## src/hdl/pdp_pkg.sv

```systemverilog
// Shared types and constants for the depth point projector.
// Used by every module of the block; depends on nothing.
`timescale 1ns / 1ps

package pdp_pkg;

    // Field widths of the pixel and point beats
    localparam int DEPTH_W   = 16;
    localparam int COORD_W   = 11;
    localparam int VIEW_W    = 10;
    localparam int CHAN_W    = 8;
    localparam int PARAM_W   = 16;

    // Configuration port
    localparam int CFG_IDX_W  = 3;
    localparam int CFG_DATA_W = 16;
    localparam logic [CFG_IDX_W-1:0] CFG_VIEW_SELECT = 3'd0;
    localparam logic [CFG_IDX_W-1:0] CFG_VIEW_SIZE   = 3'd1;
    localparam logic [CFG_IDX_W-1:0] CFG_FOCAL_X     = 3'd2;
    localparam logic [CFG_IDX_W-1:0] CFG_FOCAL_Y     = 3'd3;
    localparam logic [CFG_IDX_W-1:0] CFG_CENTER_X    = 3'd4;
    localparam logic [CFG_IDX_W-1:0] CFG_CENTER_Y    = 3'd5;

    // View selector codes
    localparam logic [1:0] VIEW_TOP   = 2'd0;
    localparam logic [1:0] VIEW_SIDE  = 2'd1;
    localparam logic [1:0] VIEW_FRONT = 2'd2;

    // Pass codes
    localparam logic FUNC_STATS   = 1'b0;
    localparam logic FUNC_PROJECT = 1'b1;

    // Depth limit (10 m in Q8.8) and the depth-offset divisor 256 * 10
    localparam int JOB_DEPTH_W = 12;
    localparam logic [DEPTH_W-1:0] DEPTH_LIMIT = 16'd2560;
    localparam int ZDIV = 2560;

    // Divider sizing
    localparam int DIV_NUM_W = 38;
    localparam int DIV_DEN_W = 28;

    // Reset values of the registers
    localparam logic [1:0]         RST_VIEW_SELECT = VIEW_FRONT;
    localparam logic [VIEW_W-1:0]  RST_VIEW_SIZE   = 10'd700;
    localparam logic [PARAM_W-1:0] RST_FOCAL       = 16'd8400;
    localparam logic [PARAM_W-1:0] RST_CENTER_X    = 16'd5120;
    localparam logic [PARAM_W-1:0] RST_CENTER_Y    = 16'd3840;

    localparam int QUEUE_DEPTH = 4;

    typedef struct packed {
        logic               func;
        logic               frame_start;
        logic [COORD_W-1:0] pixel_col;
        logic [COORD_W-1:0] pixel_row;
        logic [DEPTH_W-1:0] depth_value;
    } pixel_t;

    typedef struct packed {
        logic [VIEW_W-1:0] view_row;
        logic [VIEW_W-1:0] view_col;
        logic [CHAN_W-1:0] blue;
        logic [CHAN_W-1:0] green;
        logic [CHAN_W-1:0] red;
    } point_t;

    typedef struct packed {
        logic [1:0]         view_select;
        logic [VIEW_W-1:0]  view_size;
        logic [PARAM_W-1:0] focal_x;
        logic [PARAM_W-1:0] focal_y;
        logic [PARAM_W-1:0] center_x;
        logic [PARAM_W-1:0] center_y;
    } cfg_t;

    // One projection job from the front to the back
    typedef struct packed {
        logic [COORD_W-1:0]     col;
        logic [COORD_W-1:0]     row;
        logic [JOB_DEPTH_W-1:0] depth;
        logic [DEPTH_W-1:0]     min_depth;
        logic [DEPTH_W-1:0]     max_depth;
    } job_t;

    typedef enum logic [1:0] {
        OP_Z,
        OP_X,
        OP_Y
    } op_t;

    typedef enum logic [3:0] {
        B_IDLE,
        B_PREP,
        B_MUL1,
        B_MUL2,
        B_DIV,
        B_POS,
        B_JET1,
        B_JET2,
        B_JDIV,
        B_EMIT
    } back_state_t;

endpackage

```

## src/hdl/pdp_queue.sv

```systemverilog
// Short job queue between the front and back of the projector.
// Depends on pdp_pkg for the job type.
`timescale 1ns / 1ps

module pdp_queue
    import pdp_pkg::*;
#(
    parameter int DEPTH = QUEUE_DEPTH
)
(
    input  logic clk,
    input  logic rst_n,
    input  logic wr_en,
    input  job_t wr_job,
    output logic full,
    input  logic rd_en,
    output job_t rd_job,
    output logic empty
);

    localparam int PTR_W = (DEPTH > 1) ? $clog2(DEPTH) : 1;
    localparam int CNT_W = $clog2(DEPTH + 1);

    job_t             mem_reg [DEPTH];
    logic [PTR_W-1:0] wr_ptr_reg, wr_ptr_next;
    logic [PTR_W-1:0] rd_ptr_reg, rd_ptr_next;
    logic [CNT_W-1:0] count_reg, count_next;
    logic             do_wr, do_rd;

    assign full   = (count_reg == CNT_W'(DEPTH));
    assign empty  = (count_reg == '0);
    assign do_wr  = wr_en && !full;
    assign do_rd  = rd_en && !empty;
    assign rd_job = mem_reg[rd_ptr_reg];

    // Advance pointers and fill count
    always_comb
    begin
        wr_ptr_next = wr_ptr_reg;
        rd_ptr_next = rd_ptr_reg;
        count_next  = count_reg;
        if (do_wr)
        begin
            wr_ptr_next = (wr_ptr_reg == PTR_W'(DEPTH - 1)) ? '0 : wr_ptr_reg + 1'b1;
        end
        if (do_rd)
        begin
            rd_ptr_next = (rd_ptr_reg == PTR_W'(DEPTH - 1)) ? '0 : rd_ptr_reg + 1'b1;
        end
        if (do_wr && !do_rd)
        begin
            count_next = count_reg + 1'b1;
        end
        else if (do_rd && !do_wr)
        begin
            count_next = count_reg - 1'b1;
        end
    end

    always_ff @(posedge clk or negedge rst_n)
    begin
        if (!rst_n)
        begin
            wr_ptr_reg <= '0;
            rd_ptr_reg <= '0;
            count_reg  <= '0;
        end
        else
        begin
            wr_ptr_reg <= wr_ptr_next;
            rd_ptr_reg <= rd_ptr_next;
            count_reg  <= count_next;
        end
    end

    // Store the incoming job
    always_ff @(posedge clk)
    begin
        if (do_wr)
        begin
            mem_reg[wr_ptr_reg] <= wr_job;
        end
    end

endmodule

```

## src/hdl/pdp_front.sv

```systemverilog
// Front end: accepts pixel beats, keeps frame min and max, filters pixels.
// Depends on pdp_pkg; feeds jobs into pdp_queue.
`timescale 1ns / 1ps

module pdp_front
    import pdp_pkg::*;
(
    input  logic   clk,
    input  logic   rst_n,
    input  logic   push,
    input  pixel_t pixel,
    output logic   full,
    input  logic   q_full,
    output logic   enq,
    output job_t   job
);

    logic [DEPTH_W-1:0] min_reg, min_next;
    logic [DEPTH_W-1:0] max_reg, max_next;
    logic               accept;
    logic               skip;

    assign full   = q_full;
    assign accept = push && !q_full;

    // Drop odd positions, zero depth and depth beyond the limit
    assign skip = pixel.pixel_col[0] || pixel.pixel_row[0] ||
                  (pixel.depth_value == '0) || (pixel.depth_value > DEPTH_LIMIT);

    assign enq = accept && (pixel.func == FUNC_PROJECT) && !skip;

    always_comb
    begin
        job.col       = pixel.pixel_col;
        job.row       = pixel.pixel_row;
        job.depth     = pixel.depth_value[JOB_DEPTH_W-1:0];
        job.min_depth = min_reg;
        job.max_depth = max_reg;
    end

    // Track frame statistics
    always_comb
    begin
        min_next = min_reg;
        max_next = max_reg;
        if (accept && (pixel.func == FUNC_STATS))
        begin
            if (pixel.frame_start)
            begin
                min_next = pixel.depth_value;
                max_next = pixel.depth_value;
            end
            else
            begin
                if (pixel.depth_value < min_reg)
                begin
                    min_next = pixel.depth_value;
                end
                if (pixel.depth_value > max_reg)
                begin
                    max_next = pixel.depth_value;
                end
            end
        end
    end

    always_ff @(posedge clk or negedge rst_n)
    begin
        if (!rst_n)
        begin
            min_reg <= '1;
            max_reg <= '0;
        end
        else
        begin
            min_reg <= min_next;
            max_reg <= max_next;
        end
    end

endmodule

```

## src/hdl/pdp_div.sv

```systemverilog
// Restoring unsigned divider, one quotient bit per cycle.
// Depends on pdp_pkg for default widths.
`timescale 1ns / 1ps

module pdp_div
    import pdp_pkg::*;
#(
    parameter int NUM_W = DIV_NUM_W,
    parameter int DEN_W = DIV_DEN_W
)
(
    input  logic             clk,
    input  logic             rst_n,
    input  logic             start,
    input  logic [NUM_W-1:0] num,
    input  logic [DEN_W-1:0] den,
    output logic             done,
    output logic [NUM_W-1:0] quo
);

    localparam int CNT_W = $clog2(NUM_W + 1);

    logic [NUM_W-1:0] quo_reg, quo_next;
    logic [DEN_W-1:0] rem_reg, rem_next;
    logic [DEN_W-1:0] den_reg, den_next;
    logic [CNT_W-1:0] cnt_reg, cnt_next;
    logic             done_reg, done_next;
    logic [DEN_W:0]   shifted;
    logic [DEN_W:0]   trial;

    assign done = done_reg;
    assign quo  = quo_reg;

    assign shifted = {rem_reg, quo_reg[NUM_W-1]};
    assign trial   = shifted - {1'b0, den_reg};

    // Load the operands on start, else shift in one numerator bit and subtract when it fits
    always_comb
    begin
        quo_next  = quo_reg;
        rem_next  = rem_reg;
        den_next  = den_reg;
        cnt_next  = cnt_reg;
        done_next = 1'b0;
        if (start)
        begin
            quo_next = num;
            rem_next = '0;
            den_next = den;
            cnt_next = CNT_W'(NUM_W);
        end
        else if (cnt_reg != '0)
        begin
            if (shifted >= {1'b0, den_reg})
            begin
                rem_next = trial[DEN_W-1:0];
                quo_next = {quo_reg[NUM_W-2:0], 1'b1};
            end
            else
            begin
                rem_next = shifted[DEN_W-1:0];
                quo_next = {quo_reg[NUM_W-2:0], 1'b0};
            end
            cnt_next  = cnt_reg - 1'b1;
            done_next = (cnt_reg == CNT_W'(1));
        end
    end

    always_ff @(posedge clk or negedge rst_n)
    begin
        if (!rst_n)
        begin
            cnt_reg  <= '0;
            done_reg <= 1'b0;
        end
        else
        begin
            cnt_reg  <= cnt_next;
            done_reg <= done_next;
        end
    end

    always_ff @(posedge clk)
    begin
        quo_reg <= quo_next;
        rem_reg <= rem_next;
        den_reg <= den_next;
    end

endmodule

```

## src/hdl/pdp_back.sv

```systemverilog
// Back end: projects queued jobs, checks view bounds, colors and emits points.
// Depends on pdp_pkg and the shared divider pdp_div.
`timescale 1ns / 1ps

module pdp_back
    import pdp_pkg::*;
(
    input  logic   clk,
    input  logic   rst_n,
    input  cfg_t   cfg,
    input  logic   q_empty,
    input  job_t   q_job,
    output logic   q_pop,
    output logic   empty,
    input  logic   pop,
    output point_t point
);

    localparam int RES_W = DIV_NUM_W + 2;
    localparam int JN_W  = DEPTH_W + 1;

    // (2^18 + 1) / 5: exact floor(y / 5) for y below 2^18
    localparam logic [15:0] ZDIV5_RECIP = 16'd52429;

    back_state_t state_reg, state_next;

    job_t                    job_reg, job_next;
    logic                    step_reg, step_next;
    logic                    sign_reg, sign_next;
    logic [PARAM_W-1:0]      mag_reg, mag_next;
    logic [27:0]             prod_reg, prod_next;
    logic signed [RES_W-1:0] res0_reg, res0_next;
    logic signed [RES_W-1:0] res1_reg, res1_next;
    logic [VIEW_W-1:0]       row_reg, row_next;
    logic [VIEW_W-1:0]       col_reg, col_next;
    logic [JN_W-1:0]         jn_reg, jn_next;
    logic [JN_W-1:0]         jd_reg, jd_next;
    logic [1:0]              jcase_reg, jcase_next;
    logic [CHAN_W-1:0]       blue_reg, blue_next;
    logic [CHAN_W-1:0]       green_reg, green_next;
    logic [CHAN_W-1:0]       red_reg, red_next;
    point_t                  out_reg, out_next;
    logic                    out_valid_reg, out_valid_next;

    logic                 div_start;
    logic [DIV_NUM_W-1:0] div_num;
    logic [DIV_DEN_W-1:0] div_den;
    logic                 div_done;
    logic [DIV_NUM_W-1:0] div_quo;

    op_t                     cur_op;
    logic                    focal_bad;
    logic                    slot_free;
    logic signed [17:0]      diff;
    logic [PARAM_W-1:0]      fsel;
    logic [19:0]             fscaled;
    logic signed [RES_W-1:0] qres;
    logic signed [RES_W-1:0] center;
    logic signed [RES_W-1:0] size_ext;
    logic signed [RES_W-1:0] prow;
    logic signed [RES_W-1:0] pcol;
    logic                    in_view;
    logic [28:0]             zprod;
    logic signed [RES_W-1:0] zoff;
    logic signed [17:0]      jnum;
    logic signed [17:0]      jden;
    logic signed [17:0]      jnum_n;
    logic signed [17:0]      jden_n;
    logic [18:0]             n4;
    logic [18:0]             d2;
    logic [18:0]             d3;
    logic [18:0]             d4;
    logic [18:0]             jx;
    logic [26:0]             jscaled;

    pdp_div u_div (
        .clk   (clk),
        .rst_n (rst_n),
        .start (div_start),
        .num   (div_num),
        .den   (div_den),
        .done  (div_done),
        .quo   (div_quo)
    );

    assign empty     = !out_valid_reg;
    assign point     = out_reg;
    assign slot_free = !out_valid_reg || pop;

    // Pick the quantity for this step of the view
    always_comb
    begin
        case (cfg.view_select)
            VIEW_TOP:  cur_op = step_reg ? OP_X : OP_Z;
            VIEW_SIDE: cur_op = step_reg ? OP_Z : OP_Y;
            default:   cur_op = step_reg ? OP_X : OP_Y;
        endcase
    end

    always_comb
    begin
        case (cfg.view_select)
            VIEW_TOP:   focal_bad = (cfg.focal_x == '0);
            VIEW_SIDE:  focal_bad = (cfg.focal_y == '0);
            VIEW_FRONT: focal_bad = (cfg.focal_x == '0) || (cfg.focal_y == '0);
            default:    focal_bad = 1'b1;
        endcase
    end

    // Lateral offset numerator terms and denominator 256 * f * scale
    always_comb
    begin
        if (cur_op == OP_X)
        begin
            diff = $signed({3'b0, job_reg.col, 4'b0}) - $signed({2'b0, cfg.center_x});
            fsel = cfg.focal_x;
        end
        else
        begin
            diff = $signed({3'b0, job_reg.row, 4'b0}) - $signed({2'b0, cfg.center_y});
            fsel = cfg.focal_y;
        end
        if (cfg.view_select == VIEW_FRONT)
        begin
            fscaled = {2'b0, fsel, 2'b0} + {4'b0, fsel};
        end
        else
        begin
            fscaled = {1'b0, fsel, 3'b0} + {3'b0, fsel, 1'b0};
        end
    end

    // Depth offset: floor(d * v / 2560) as floor((d * v >> 9) / 5) by reciprocal
    always_comb
    begin
        zprod = prod_reg[21:9] * ZDIV5_RECIP;
        zoff  = $signed({{(RES_W-VIEW_W-1){1'b0}}, zprod[28:18]});
    end

    // Signed quotient and view position
    always_comb
    begin
        qres     = $signed({2'b0, div_quo});
        if (sign_reg)
        begin
            qres = -$signed({2'b0, div_quo});
        end
        center   = $signed({{(RES_W-VIEW_W+1){1'b0}}, cfg.view_size[VIEW_W-1:1]});
        size_ext = $signed({{(RES_W-VIEW_W){1'b0}}, cfg.view_size});
        prow     = (cfg.view_select == VIEW_SIDE) ? center - res0_reg : center + res0_reg;
        pcol     = center + res1_reg;
        in_view  = !prow[RES_W-1] && (prow < size_ext) && !pcol[RES_W-1] && (pcol < size_ext);
    end

    // Normalize the color ratio terms
    always_comb
    begin
        jnum   = $signed({6'b0, job_reg.depth}) - $signed({2'b0, job_reg.min_depth});
        jden   = $signed({2'b0, job_reg.max_depth}) - $signed({2'b0, job_reg.min_depth});
        jnum_n = jnum;
        jden_n = jden;
        if (jden < 0)
        begin
            jnum_n = -jnum;
            jden_n = -jden;
        end
        if (jnum_n < 0)
        begin
            jnum_n = '0;
        end
        else if (jnum_n > jden_n)
        begin
            jnum_n = jden_n;
        end
    end

    // Jet band terms
    always_comb
    begin
        n4 = {jn_reg, 2'b0};
        d2 = {1'b0, jd_reg, 1'b0};
        d4 = {jd_reg, 2'b0};
        d3 = {1'b0, jd_reg, 1'b0} + {2'b0, jd_reg};
        if (n4 < {2'b0, jd_reg})
        begin
            jcase_next = 2'd0;
            jx         = n4;
        end
        else if ({1'b0, jn_reg, 1'b0} < {2'b0, jd_reg})
        begin
            jcase_next = 2'd1;
            jx         = d2 - n4;
        end
        else if (n4 < d3)
        begin
            jcase_next = 2'd2;
            jx         = n4 - d2;
        end
        else
        begin
            jcase_next = 2'd3;
            jx         = d4 - n4;
        end
        jscaled = {jx, 8'b0} - {8'b0, jx};
    end

    // Next state
    always_comb
    begin
        state_next = state_reg;
        case (state_reg)
            B_IDLE:
            begin
                if (!q_empty && !focal_bad)
                begin
                    state_next = B_PREP;
                end
            end
            B_PREP:
            begin
                state_next = (cur_op == OP_Z) ? B_MUL2 : B_MUL1;
            end
            B_MUL1:
            begin
                state_next = B_MUL2;
            end
            B_MUL2:
            begin
                if (cur_op == OP_Z)
                begin
                    state_next = step_reg ? B_POS : B_PREP;
                end
                else
                begin
                    state_next = B_DIV;
                end
            end
            B_DIV:
            begin
                if (div_done)
                begin
                    state_next = step_reg ? B_POS : B_PREP;
                end
            end
            B_POS:
            begin
                state_next = in_view ? B_JET1 : B_IDLE;
            end
            B_JET1:
            begin
                state_next = (jden == 0) ? B_EMIT : B_JET2;
            end
            B_JET2:
            begin
                state_next = B_JDIV;
            end
            B_JDIV:
            begin
                if (div_done)
                begin
                    state_next = B_EMIT;
                end
            end
            B_EMIT:
            begin
                if (slot_free)
                begin
                    state_next = B_IDLE;
                end
            end
            default:
            begin
                state_next = B_IDLE;
            end
        endcase
    end

    // Datapath updates and control outputs
    always_comb
    begin
        job_next       = job_reg;
        step_next      = step_reg;
        sign_next      = sign_reg;
        mag_next       = mag_reg;
        prod_next      = prod_reg;
        res0_next      = res0_reg;
        res1_next      = res1_reg;
        row_next       = row_reg;
        col_next       = col_reg;
        jn_next        = jn_reg;
        jd_next        = jd_reg;
        blue_next      = blue_reg;
        green_next     = green_reg;
        red_next       = red_reg;
        out_next       = out_reg;
        out_valid_next = out_valid_reg && !pop;
        q_pop          = 1'b0;
        div_start      = 1'b0;
        div_num        = '0;
        div_den        = '0;
        case (state_reg)
            B_IDLE:
            begin
                // Take the next job; drop it when the view cannot be formed
                if (!q_empty)
                begin
                    q_pop     = 1'b1;
                    job_next  = q_job;
                    step_next = 1'b0;
                end
            end
            B_PREP:
            begin
                if (cur_op == OP_Z)
                begin
                    sign_next = 1'b0;
                    prod_next = 28'(job_reg.depth) * 28'(cfg.view_size);
                end
                else
                begin
                    sign_next = diff[17];
                    mag_next  = diff[17] ? PARAM_W'(-diff) : diff[PARAM_W-1:0];
                end
            end
            B_MUL1:
            begin
                prod_next = mag_reg * job_reg.depth;
            end
            B_MUL2:
            begin
                if (cur_op == OP_Z)
                begin
                    if (step_reg)
                    begin
                        res1_next = zoff;
                    end
                    else
                    begin
                        res0_next = zoff;
                        step_next = 1'b1;
                    end
                end
                else
                begin
                    div_start = 1'b1;
                    div_num   = prod_reg * cfg.view_size;
                    div_den   = {fscaled, 8'b0};
                end
            end
            B_DIV:
            begin
                if (div_done)
                begin
                    if (step_reg)
                    begin
                        res1_next = qres;
                    end
                    else
                    begin
                        res0_next = qres;
                        step_next = 1'b1;
                    end
                end
            end
            B_POS:
            begin
                row_next = prow[VIEW_W-1:0];
                col_next = pcol[VIEW_W-1:0];
            end
            B_JET1:
            begin
                jn_next = jnum_n[JN_W-1:0];
                jd_next = jden_n[JN_W-1:0];
                // Flat frame: pure red
                blue_next  = '0;
                green_next = '0;
                red_next   = '1;
            end
            B_JET2:
            begin
                div_start = 1'b1;
                div_num   = DIV_NUM_W'(jscaled);
                div_den   = DIV_DEN_W'(jd_reg);
                case (jcase_next)
                    2'd0:
                    begin
                        blue_next = '1;
                        red_next  = '0;
                    end
                    2'd1:
                    begin
                        green_next = '1;
                        red_next   = '0;
                    end
                    2'd2:
                    begin
                        blue_next  = '0;
                        green_next = '1;
                    end
                    default:
                    begin
                        blue_next = '0;
                        red_next  = '1;
                    end
                endcase
            end
            B_JDIV:
            begin
                if (div_done)
                begin
                    case (jcase_reg)
                        2'd0:    green_next = div_quo[CHAN_W-1:0];
                        2'd1:    blue_next  = div_quo[CHAN_W-1:0];
                        2'd2:    red_next   = div_quo[CHAN_W-1:0];
                        default: green_next = div_quo[CHAN_W-1:0];
                    endcase
                end
            end
            B_EMIT:
            begin
                if (slot_free)
                begin
                    out_next.view_row = row_reg;
                    out_next.view_col = col_reg;
                    out_next.blue     = blue_reg;
                    out_next.green    = green_reg;
                    out_next.red      = red_reg;
                    out_valid_next    = 1'b1;
                end
            end
            default:
            begin
                q_pop = 1'b0;
            end
        endcase
    end

    always_ff @(posedge clk or negedge rst_n)
    begin
        if (!rst_n)
        begin
            state_reg     <= B_IDLE;
            out_valid_reg <= 1'b0;
        end
        else
        begin
            state_reg     <= state_next;
            out_valid_reg <= out_valid_next;
        end
    end

    // Register the datapath; hold the band choice made while the division starts
    always_ff @(posedge clk)
    begin
        job_reg   <= job_next;
        step_reg  <= step_next;
        sign_reg  <= sign_next;
        mag_reg   <= mag_next;
        prod_reg  <= prod_next;
        res0_reg  <= res0_next;
        res1_reg  <= res1_next;
        row_reg   <= row_next;
        col_reg   <= col_next;
        jn_reg    <= jn_next;
        jd_reg    <= jd_next;
        blue_reg  <= blue_next;
        green_reg <= green_next;
        red_reg   <= red_next;
        out_reg   <= out_next;
        if (state_reg == B_JET2)
        begin
            jcase_reg <= jcase_next;
        end
    end

endmodule

```

## src/hdl/depth_point_projector_jet.sv

```systemverilog
// Usage
//   Pixel beats enter on a queue-style port: a beat is taken at a clock edge
//   with push high and full low. Statistics beats (func 0) update the frame
//   minimum and maximum depth; projection beats (func 1) are filtered and
//   queued for the back end, which back-projects them and emits at most one
//   point beat each. Points leave on a queue-style port: the oldest point is
//   on point while empty is low and is taken when pop is high.
//   Configuration registers are written through cfg_wr_en, cfg_index and
//   cfg_data; the user must write them only while the block is idle, and
//   the block itself does not enforce it.
//   A lateral offset takes one bit-serial division, the depth offset a
//   reciprocal multiply, and the color one more division; a flat frame
//   skips the color division. Four jobs can wait in the queue; full rises
//   when it holds four.
//   Reset clears the queue, the output register, the frame statistics
//   (minimum all ones, maximum zero) and loads the register reset values.
//   When the receiver stalls, the finished point holds in the output register
//   and the back end waits with the next point; the queue keeps filling.
// Depends on pdp_pkg, pdp_front, pdp_queue, pdp_back.
`timescale 1ns / 1ps

module depth_point_projector_jet
    import pdp_pkg::*;
(
    input  logic                  clk,
    input  logic                  rst_n,
    input  logic                  push,
    input  pixel_t                pixel,
    output logic                  full,
    output logic                  empty,
    input  logic                  pop,
    output point_t                point,
    input  logic                  cfg_wr_en,
    input  logic [CFG_IDX_W-1:0]  cfg_index,
    input  logic [CFG_DATA_W-1:0] cfg_data
);

    cfg_t cfg_reg, cfg_next;
    logic q_full;
    logic q_empty;
    logic q_pop;
    logic enq;
    job_t enq_job;
    job_t head_job;

    // Register writes
    always_comb
    begin
        cfg_next = cfg_reg;
        if (cfg_wr_en)
        begin
            case (cfg_index)
                CFG_VIEW_SELECT: cfg_next.view_select = cfg_data[1:0];
                CFG_VIEW_SIZE:   cfg_next.view_size   = cfg_data[VIEW_W-1:0];
                CFG_FOCAL_X:     cfg_next.focal_x     = cfg_data;
                CFG_FOCAL_Y:     cfg_next.focal_y     = cfg_data;
                CFG_CENTER_X:    cfg_next.center_x    = cfg_data;
                CFG_CENTER_Y:    cfg_next.center_y    = cfg_data;
                default:         cfg_next             = cfg_reg;
            endcase
        end
    end

    always_ff @(posedge clk or negedge rst_n)
    begin
        if (!rst_n)
        begin
            cfg_reg.view_select <= RST_VIEW_SELECT;
            cfg_reg.view_size   <= RST_VIEW_SIZE;
            cfg_reg.focal_x     <= RST_FOCAL;
            cfg_reg.focal_y     <= RST_FOCAL;
            cfg_reg.center_x    <= RST_CENTER_X;
            cfg_reg.center_y    <= RST_CENTER_Y;
        end
        else
        begin
            cfg_reg <= cfg_next;
        end
    end

    pdp_front u_front (
        .clk    (clk),
        .rst_n  (rst_n),
        .push   (push),
        .pixel  (pixel),
        .full   (full),
        .q_full (q_full),
        .enq    (enq),
        .job    (enq_job)
    );

    pdp_queue #(
        .DEPTH (QUEUE_DEPTH)
    ) u_queue (
        .clk    (clk),
        .rst_n  (rst_n),
        .wr_en  (enq),
        .wr_job (enq_job),
        .full   (q_full),
        .rd_en  (q_pop),
        .rd_job (head_job),
        .empty  (q_empty)
    );

    pdp_back u_back (
        .clk     (clk),
        .rst_n   (rst_n),
        .cfg     (cfg_reg),
        .q_empty (q_empty),
        .q_job   (head_job),
        .q_pop   (q_pop),
        .empty   (empty),
        .pop     (pop),
        .point   (point)
    );

endmodule

```

## config.mk

```make
export PLATFORM = sky130hd
export DESIGN_NAME = depth_point_projector_jet
export DESIGN_NICKNAME = d
export VERILOG_FILES = /design/src/hdl/pdp_pkg.sv /design/src/hdl/pdp_queue.sv /design/src/hdl/pdp_front.sv /design/src/hdl/pdp_div.sv /design/src/hdl/pdp_back.sv /design/src/hdl/depth_point_projector_jet.sv
export SDC_FILE = /design/constraint.sdc
export NUM_CORES = 2
export LEC_CHECK = 0
export ABC_AREA = 1
export BUFFER_PORTS_ARGS = -buffer_cell sky130_fd_sc_hd__buf_2
export CAP_MARGIN = 30
export CORE_ASPECT_RATIO = 0.5
export CORE_MARGIN = 1
export CORE_UTILIZATION = 55
export CTS_CLUSTER_SIZE = 25
export DETAILED_ROUTE_END_ITERATION = 16
export PLACE_DENSITY = 0.71
export SLEW_MARGIN = 10
export SYNTH_ARGS = -nofsm -noshare
export SYNTH_HDL_FRONTEND = slang
export SYNTH_SLANG_ARGS = --single-unit
```

## constraint.sdc

```tcl
create_clock -name clk -period 9.06 [get_ports clk]
set_input_delay 0.906 -clock clk [delete_from_list [all_inputs] [get_ports clk]]
set_output_delay 0.906 -clock clk [all_outputs]
set_load 0.02 [all_outputs]
```

## Word-level counts from Yosys, hierarchy flattened

Memories as Yosys holds them, arrays and structs flattened. A register that Yosys moved wholly into a read port is not among the register bits.
Cells that the tools add are included.
W data, S select, Z words.

| word-level totals | value |
|---|---|
| logic and storage cells | 278 |
| input bits | 64 |
| memories | 1 |
| bits in writable memories | 264 |
| register bits | 471 |

| cells by class | value |
|---|---|
| multiplexer cells | 86 |
| reduce and logical (&&, ||, !) cells | 69 |
| multipliers | 4 |
| add/sub/neg operators | 24 |
| eq/ne operators | 42 |
| magnitude comparators | 12 |
| bitwise gates (word level) | 3 |

Memories:

| name | words | width | rd ports | clocked after memory_dff | wr ports | RTL line | text |
|---|---|---|---|---|---|---|---|
| u_queue.mem_reg | 4 | 66 | 1 | 1 | 1 | pdp_queue.sv:24 | `job_t mem_reg [DEPTH];` |

Operator list:

| kind | count |
|---|---|
| $mux W40 | 10 |
| $pmux W40 S2 | 2 |
| $mux W38 | 3 |
| $pmux W28 S2 | 2 |
| $mux W16 | 6 |
| $mux W28 | 3 |
| $add A10 B40 Y40 | 2 |
| $lt A40 B11 Y1 | 2 |
| $pmux W38 S2 | 1 |
| $pmux W8 S3 | 3 |
| $mux W19 | 3 |
| $mux W8 | 7 |
| $mux W18 | 3 |
| $logic_not A16 Y1 | 3 |
| $neg A38 Y40 | 1 |
| $pmux W4 S10 | 1 |
| $sub A10 B40 Y40 | 1 |
| $mul A28 B10 Y38 | 1 |
| $sub A15 B16 Y17 | 2 |
| $logic_not A32 Y1 | 1 |
| $pmux W8 S2 | 2 |
| $ge A29 B28 Y1 | 1 |
| $mul A13 B16 Y29 const B | 1 |
| $mul A16 B12 Y28 | 1 |
| 63 further kinds | 178 |

## Depth between registers and ports, before layout

| depth | value |
|---|---|
| depth after elaboration | 10 |
| depth in mapped cells | 43 |

## Cells and area by module

From an unflattened synthesis, not the netlist that was laid out.

| second synthesis, totals | value |
|---|---|
| cells, all modules | 8962 |
| area total of the unflattened synthesis | 72395.7 um^2 |

Modules (own cells, without submodules):

| module | instances | area an instance (um^2) | seq. area each (um^2) | cells each |
|---|---|---|---|---|
| pdp_back | 1 | 49501.2 | 9614.2 | 6586 |
| pdp_queue | 1 | 11049.3 | 8102.8 | 832 |
| pdp_div | 1 | 6222.2 | 2717.6 | 875 |
| depth_point_projector_jet | 1 | 3062.9 | 1928.1 | 340 |
| pdp_front | 1 | 2560.0 | 820.8 | 329 |

## Worst setup path before layout

OpenSTA, ideal clock, no wires.

| timing path | value |
|---|---|
| path type | register to register |
| start | reg cfg_reg[73] (netlist name) |
| end | reg u_back.u_div.quo_reg[36], in the netlist u_back.u_div.quo[36], data pin |
| path slack | 3273 ps |
| stages on the path, launching flop included | 27 |
| data required time | 8802 ps |
| period minus slack after synthesis | 5787 ps |
| arrival time | 5529 ps |
| setup time | 258 ps |
| cells stage by stage | dfstp_2 > clkbuf_1 > clkbuf_1 > nand2_1 > fa_1 > fa_1 > inv_1 > fa_1 > fa_1 > fa_1 > ha_1 > a21o_1 > a21oi_1 > nor2_1 > nor2_1 > nand2_1 > a21oi_1 > inv_1 > nand4_1 > nand2_1 > a21bo_2 > nand2_1 > nand2_1 > nand2_1 > nand2_1 > o21ai_0 > nand2_1 |

| on the way | value |
|---|---|
| longest elaborated chain between the ends | 4 |

Ends and longest elaborated chain:

| element | RTL line | text |
|---|---|---|
| from (decl) | depth_point_projector_jet.sv:38 | `cfg_t cfg_reg, cfg_next;` |
| from (signal assigned) | depth_point_projector_jet.sv:77 | `cfg_reg <= cfg_next;` |
| $mul A28 B10 Y38 | pdp_back.sv:346 | `div_num = prod_reg * cfg.view_size;` |
| $mux W38 | pdp_back.sv:331 | `if (cur_op == OP_Z)` |
| $pmux W38 S2 | pdp_back.sv:301 | `case (state_reg)` |
| $mux W38 | pdp_div.sv:45 | `if (start)` |
| net u_back.u_div.quo_next[36] | pdp_div.sv:23 | `logic [NUM_W-1:0] quo_reg, quo_next;` |
| to (signal assigned) | pdp_div.sv:85 | `quo_reg <= quo_next;` |
| to (decl) | pdp_div.sv:23 |  |

The timed path passes the listed nets, and every way through them passes these cells.
A chain may end at the register's enable or synchronous reset.

## Worst setup path after layout

| timing path | value |
|---|---|
| start | reg u_back.jd_reg[1] |
| end | reg u_back.u_div.quo_reg[26], in the netlist u_back.u_div.quo[26], data pin |

| on the way | value |
|---|---|
| longest elaborated chain between the ends | 8 |
| elaborated cells on any way between the ends | 13 |
| those cells by class | 5 x add/sub; 3 x order compare; 5 x mux |

Ends and longest elaborated chain:

| element | RTL line | text |
|---|---|---|
| from (decl) | pdp_back.sv:37 | `logic [JN_W-1:0] jd_reg, jd_next;` |
| from (signal assigned) | pdp_back.sv:465 | `jd_reg <= jd_next;` |
| $add A18 B17 Y19 | pdp_back.sv:183 | `d3 = {1'b0, jd_reg, 1'b0} + {2'b0, jd_reg};` |
| $lt A19 B19 Y1 | pdp_back.sv:194 | `else if (n4 < d3)` |
| $mux W19 | pdp_back.sv:194 |  |
| $mux W19 | pdp_back.sv:189 | `else if ({1'b0, jn_reg, 1'b0} < {2'b0, jd_reg})` |
| $mux W19 (*) | pdp_back.sv:184 | `if (n4 < {2'b0, jd_reg})` |
| $sub A27 B19 Y27 (*) | pdp_back.sv:204 | `jscaled = {jx, 8'b0} - {8'b0, jx};` |
| $pmux W38 S2 (*) | pdp_back.sv:301 |  |
| $mux W38 (*) | pdp_div.sv:45 |  |
| net u_back.u_div.quo_next[26] | pdp_div.sv:23 |  |

Mark *: on every way through the listed nets, which the timed path passes. The rest lies on a longest branch.

==> flow_summary_export.csv <==
group,metric,value,unit
sta,slew_violations,0,
clocking,clockBufferDepth,3,
grt,grt_usage,29.7,%
die,io_pins,110,
sta,setup_ws,2.17,ns
detailed_routing,detail_route.wl_per_cell,18.7,µm
sta,setup-violations-final,0,
sta,max_slew_margin,37.2,%
sta,finalSetupTns,0,ns
sta,timing.hold.ws,0.203,ns
logic_synthesis,yosysSeqAreaShare,33.0,%
logic_synthesis,ys.flop_type,"edfxtp_1",
clocking,cts_buffers,77,
clocking,root_buffer,"clkbuf_16",
logic_synthesis,async_reset_ff_share,15.9,%
detailed_routing,first_pass_iters,6,
detailed_routing,ant_nets,0,
min_path,hold_class,"input pin to async pin",
critical_path,slowest_delay,0.55,ns
grt,grt_overflow,0,
placement,pre_cts_ws,2.34,ns
sta,tightest_slew,0.942,ns
critical_path,cp_common_cell,"nand2_1",
layout,nets,9610,
logic_synthesis,synthesis.nets,9621,
clocking,post_cts_resized,0,
die,start_util,55.6,%
layout,final_common_cell,"nand2_1",
sta,max_clock_freq,145,MHz
critical_path,cp-start-kind,"flop",
layout,fillerInstances,11305,
detailed_routing,vias_per_cell,5.57,
placement,gp_congestion,1.00,
logic_synthesis,synth.distinct_cells,87,
detailed_routing,vias,57020,
grt,first_global_vias,54022,
sta,fin_crit,6.89,ns
critical_path,crit_arrival,7.32,ns
die,die_h,255,µm
critical_path,cp_max_fo,19,
critical_path,cp.required,9.49,ns
placement,placedInstanceArea,72500,µm²
critical_path,path_class,"flop to flop",
logic_synthesis,syn_area,70200,µm²
logic_synthesis,synth_top_cell_area_share,27.6,%
layout,area_delta_synth_final,7.05,%
logic_synthesis,synth-seq-cells,801,
detailed_routing,drc_errors,0,
clocking,insertion_delay,0.72,ns
die,num_rows,92,
sta,post-route-period-util,76.0,%
placement,io_buffers,109,
sta,rsz0062_at_grt,"false",
logic_synthesis,syn-instance-count,8490,
logic_synthesis,synth.avg_cell_area,8.27,µm²
logic_synthesis,yosys.area.top_type,"edfxtp_1",
die,fp.coreArea,126000,µm²
detailed_routing,drt_wl_total,192000,µm
critical_path,worstSetupEndpointType,"flop",
grt,grt_first_pass_wirelength,299000,µm
logic_synthesis,synth_edf_count,646,
die,die_w,507,µm
clocking,clock_sink_count,801,
outcome,status,"completed",
sta,finClkSkew,0.0522,ns
layout,layout_common_cells,"2047 x nand2_1, 1414 x inv_1, 646 x edfxtp_1",
layout,design_area,75100,µm²
logic_synthesis,ys.warnings.count,0,
grt,antenna_found_initial,6,
layout,post_route_cells_drive_above_1_share,6.18,%
clocking,cts_max_level,3,
grt,grt_max_degree,84,
detailed_routing,drtIter0Drc,5173,
placement,dp_hpwl,148000,µm
clocking,cts_tree,"built",
logic_synthesis,synth_area_leaders,"edfxtp_1 28%, fa_1 14%, nand2_1 11%, ha_1 10%, inv_1 7.6%",
clocking,postCtsSetupRepairBufs,0,
critical_path,critical_path.slowest_cell,"inv_1",
flow_run,maxCapViolations,0,
layout,largest_reg_flops,264,
clocking,hold_buffers,0,
die,design.die.area,129000,µm²
sta,finalHoldViolations,0,
clocking,cts.clk_slew.worst_paths,0.07,ns
final cells by class:
cell class | instances | area, µm² | area share, %
inverter | 1441 | 5420 | 7.21
antenna | 2 | 5.00 | 0.00666
multi-input combinational | 5984 | 40600 | 54.0
clock inverter | 49 | 559 | 0.744
clock buffer | 93 | 2060 | 2.74
timing repair buffer | 174 | 1200 | 1.60
sequential | 801 | 23200 | 30.9
tap | 1692 | 2120 | 2.82
critical path, delay by kind of cell, from the launching register on:
family          cells  cell delay (ns)
compound gates     12             2.12
xor+xnor            1             0.16
fa+ha+maj           4             1.41
buf+inv             3             0.70
flops               1             0.54
simple gates       16             1.65
worst paths after layout:
path | from | end | slack [ns] | cells past startpoint
setup / recovery | u_back.jd_reg[1]$_DFFE_PP_ | u_back.u_div.quo[26]$_DFFE_PP_ | 2.17 | 36
hold / removal | rst_n | u_front.max_reg[5]$_DFFE_PN0P_ | 0.20 | 1
setup reg to reg | u_back.jd_reg[1]$_DFFE_PP_ | u_back.u_div.quo[26]$_DFFE_PP_ | 2.17 | 36
hold reg to reg | u_back.col_reg[9]$_DFFE_PN_ | u_back.point[33]$_DFFE_PP_ | 0.39 | 0
max in group asynchronous | rst_n | cfg_reg[72]$_DFFE_PN0P_ | 7.52 | 2
min in group clk | u_back.col_reg[9]$_DFFE_PN_ | u_back.point[33]$_DFFE_PP_ | 0.39 | 0
synth_stat cells (all sizes together), types with 12 or more instances:
| cell type | instances |
|---|---|
| a21oi | 438 |
| a21o | 25 |
| o21ai | 572 |
| nor2 | 668 |
| edfxtp | 646 |
| o31ai | 12 |
| nand3b | 24 |
| fa | 483 |
| clkbuf | 207 |
| xnor2 | 66 |
| o211ai | 41 |
| nand4 | 80 |
| o21a | 23 |
| nor3 | 103 |
| o21bai | 15 |
| o221ai | 16 |
| dfstp | 37 |
| o22ai | 77 |
| dfrtp | 90 |
| a31oi | 29 |
| nand3 | 367 |
| nand2 | 2074 |
| xor2 | 160 |
| a211oi | 15 |
| inv | 1435 |
| ha | 584 |
| or2 | 35 |
| dfxtp | 28 |
| buf | 57 |
| nor4 | 20 |
per-layer routing:
metal,GRT usage [%],wire [µm],share of wire [%]
met3,4.16,14300,7.5
met4,8.86,5520,2.9
met5,0,45,0.023
met2,46.1,84400,44
met1,43.3,87400,46
through the flow:
stage / std cells / util, %
after floorplan: 8490 / -
after global placement: 10081 / 57.2
after detailed placement: 10090 / 57.4
after CTS: 10232 / 59.5
after global routing: 10235 / 59.5
final: 10236 / 59.5
logic make-up after synthesis:
group | share of synthesized area, %
compound gates | 10.4
xor+xnor | 2.84
fa+ha+maj | 24.2
buf+inv | 9.28
flops | 33.0
mux | 0.0303
other cells | 0.00534
simple gates | 20.2
Power is left out: the tool's default activity adds up to more than one toggle a clock period on the data nets, which glitch-free logic cannot reach.
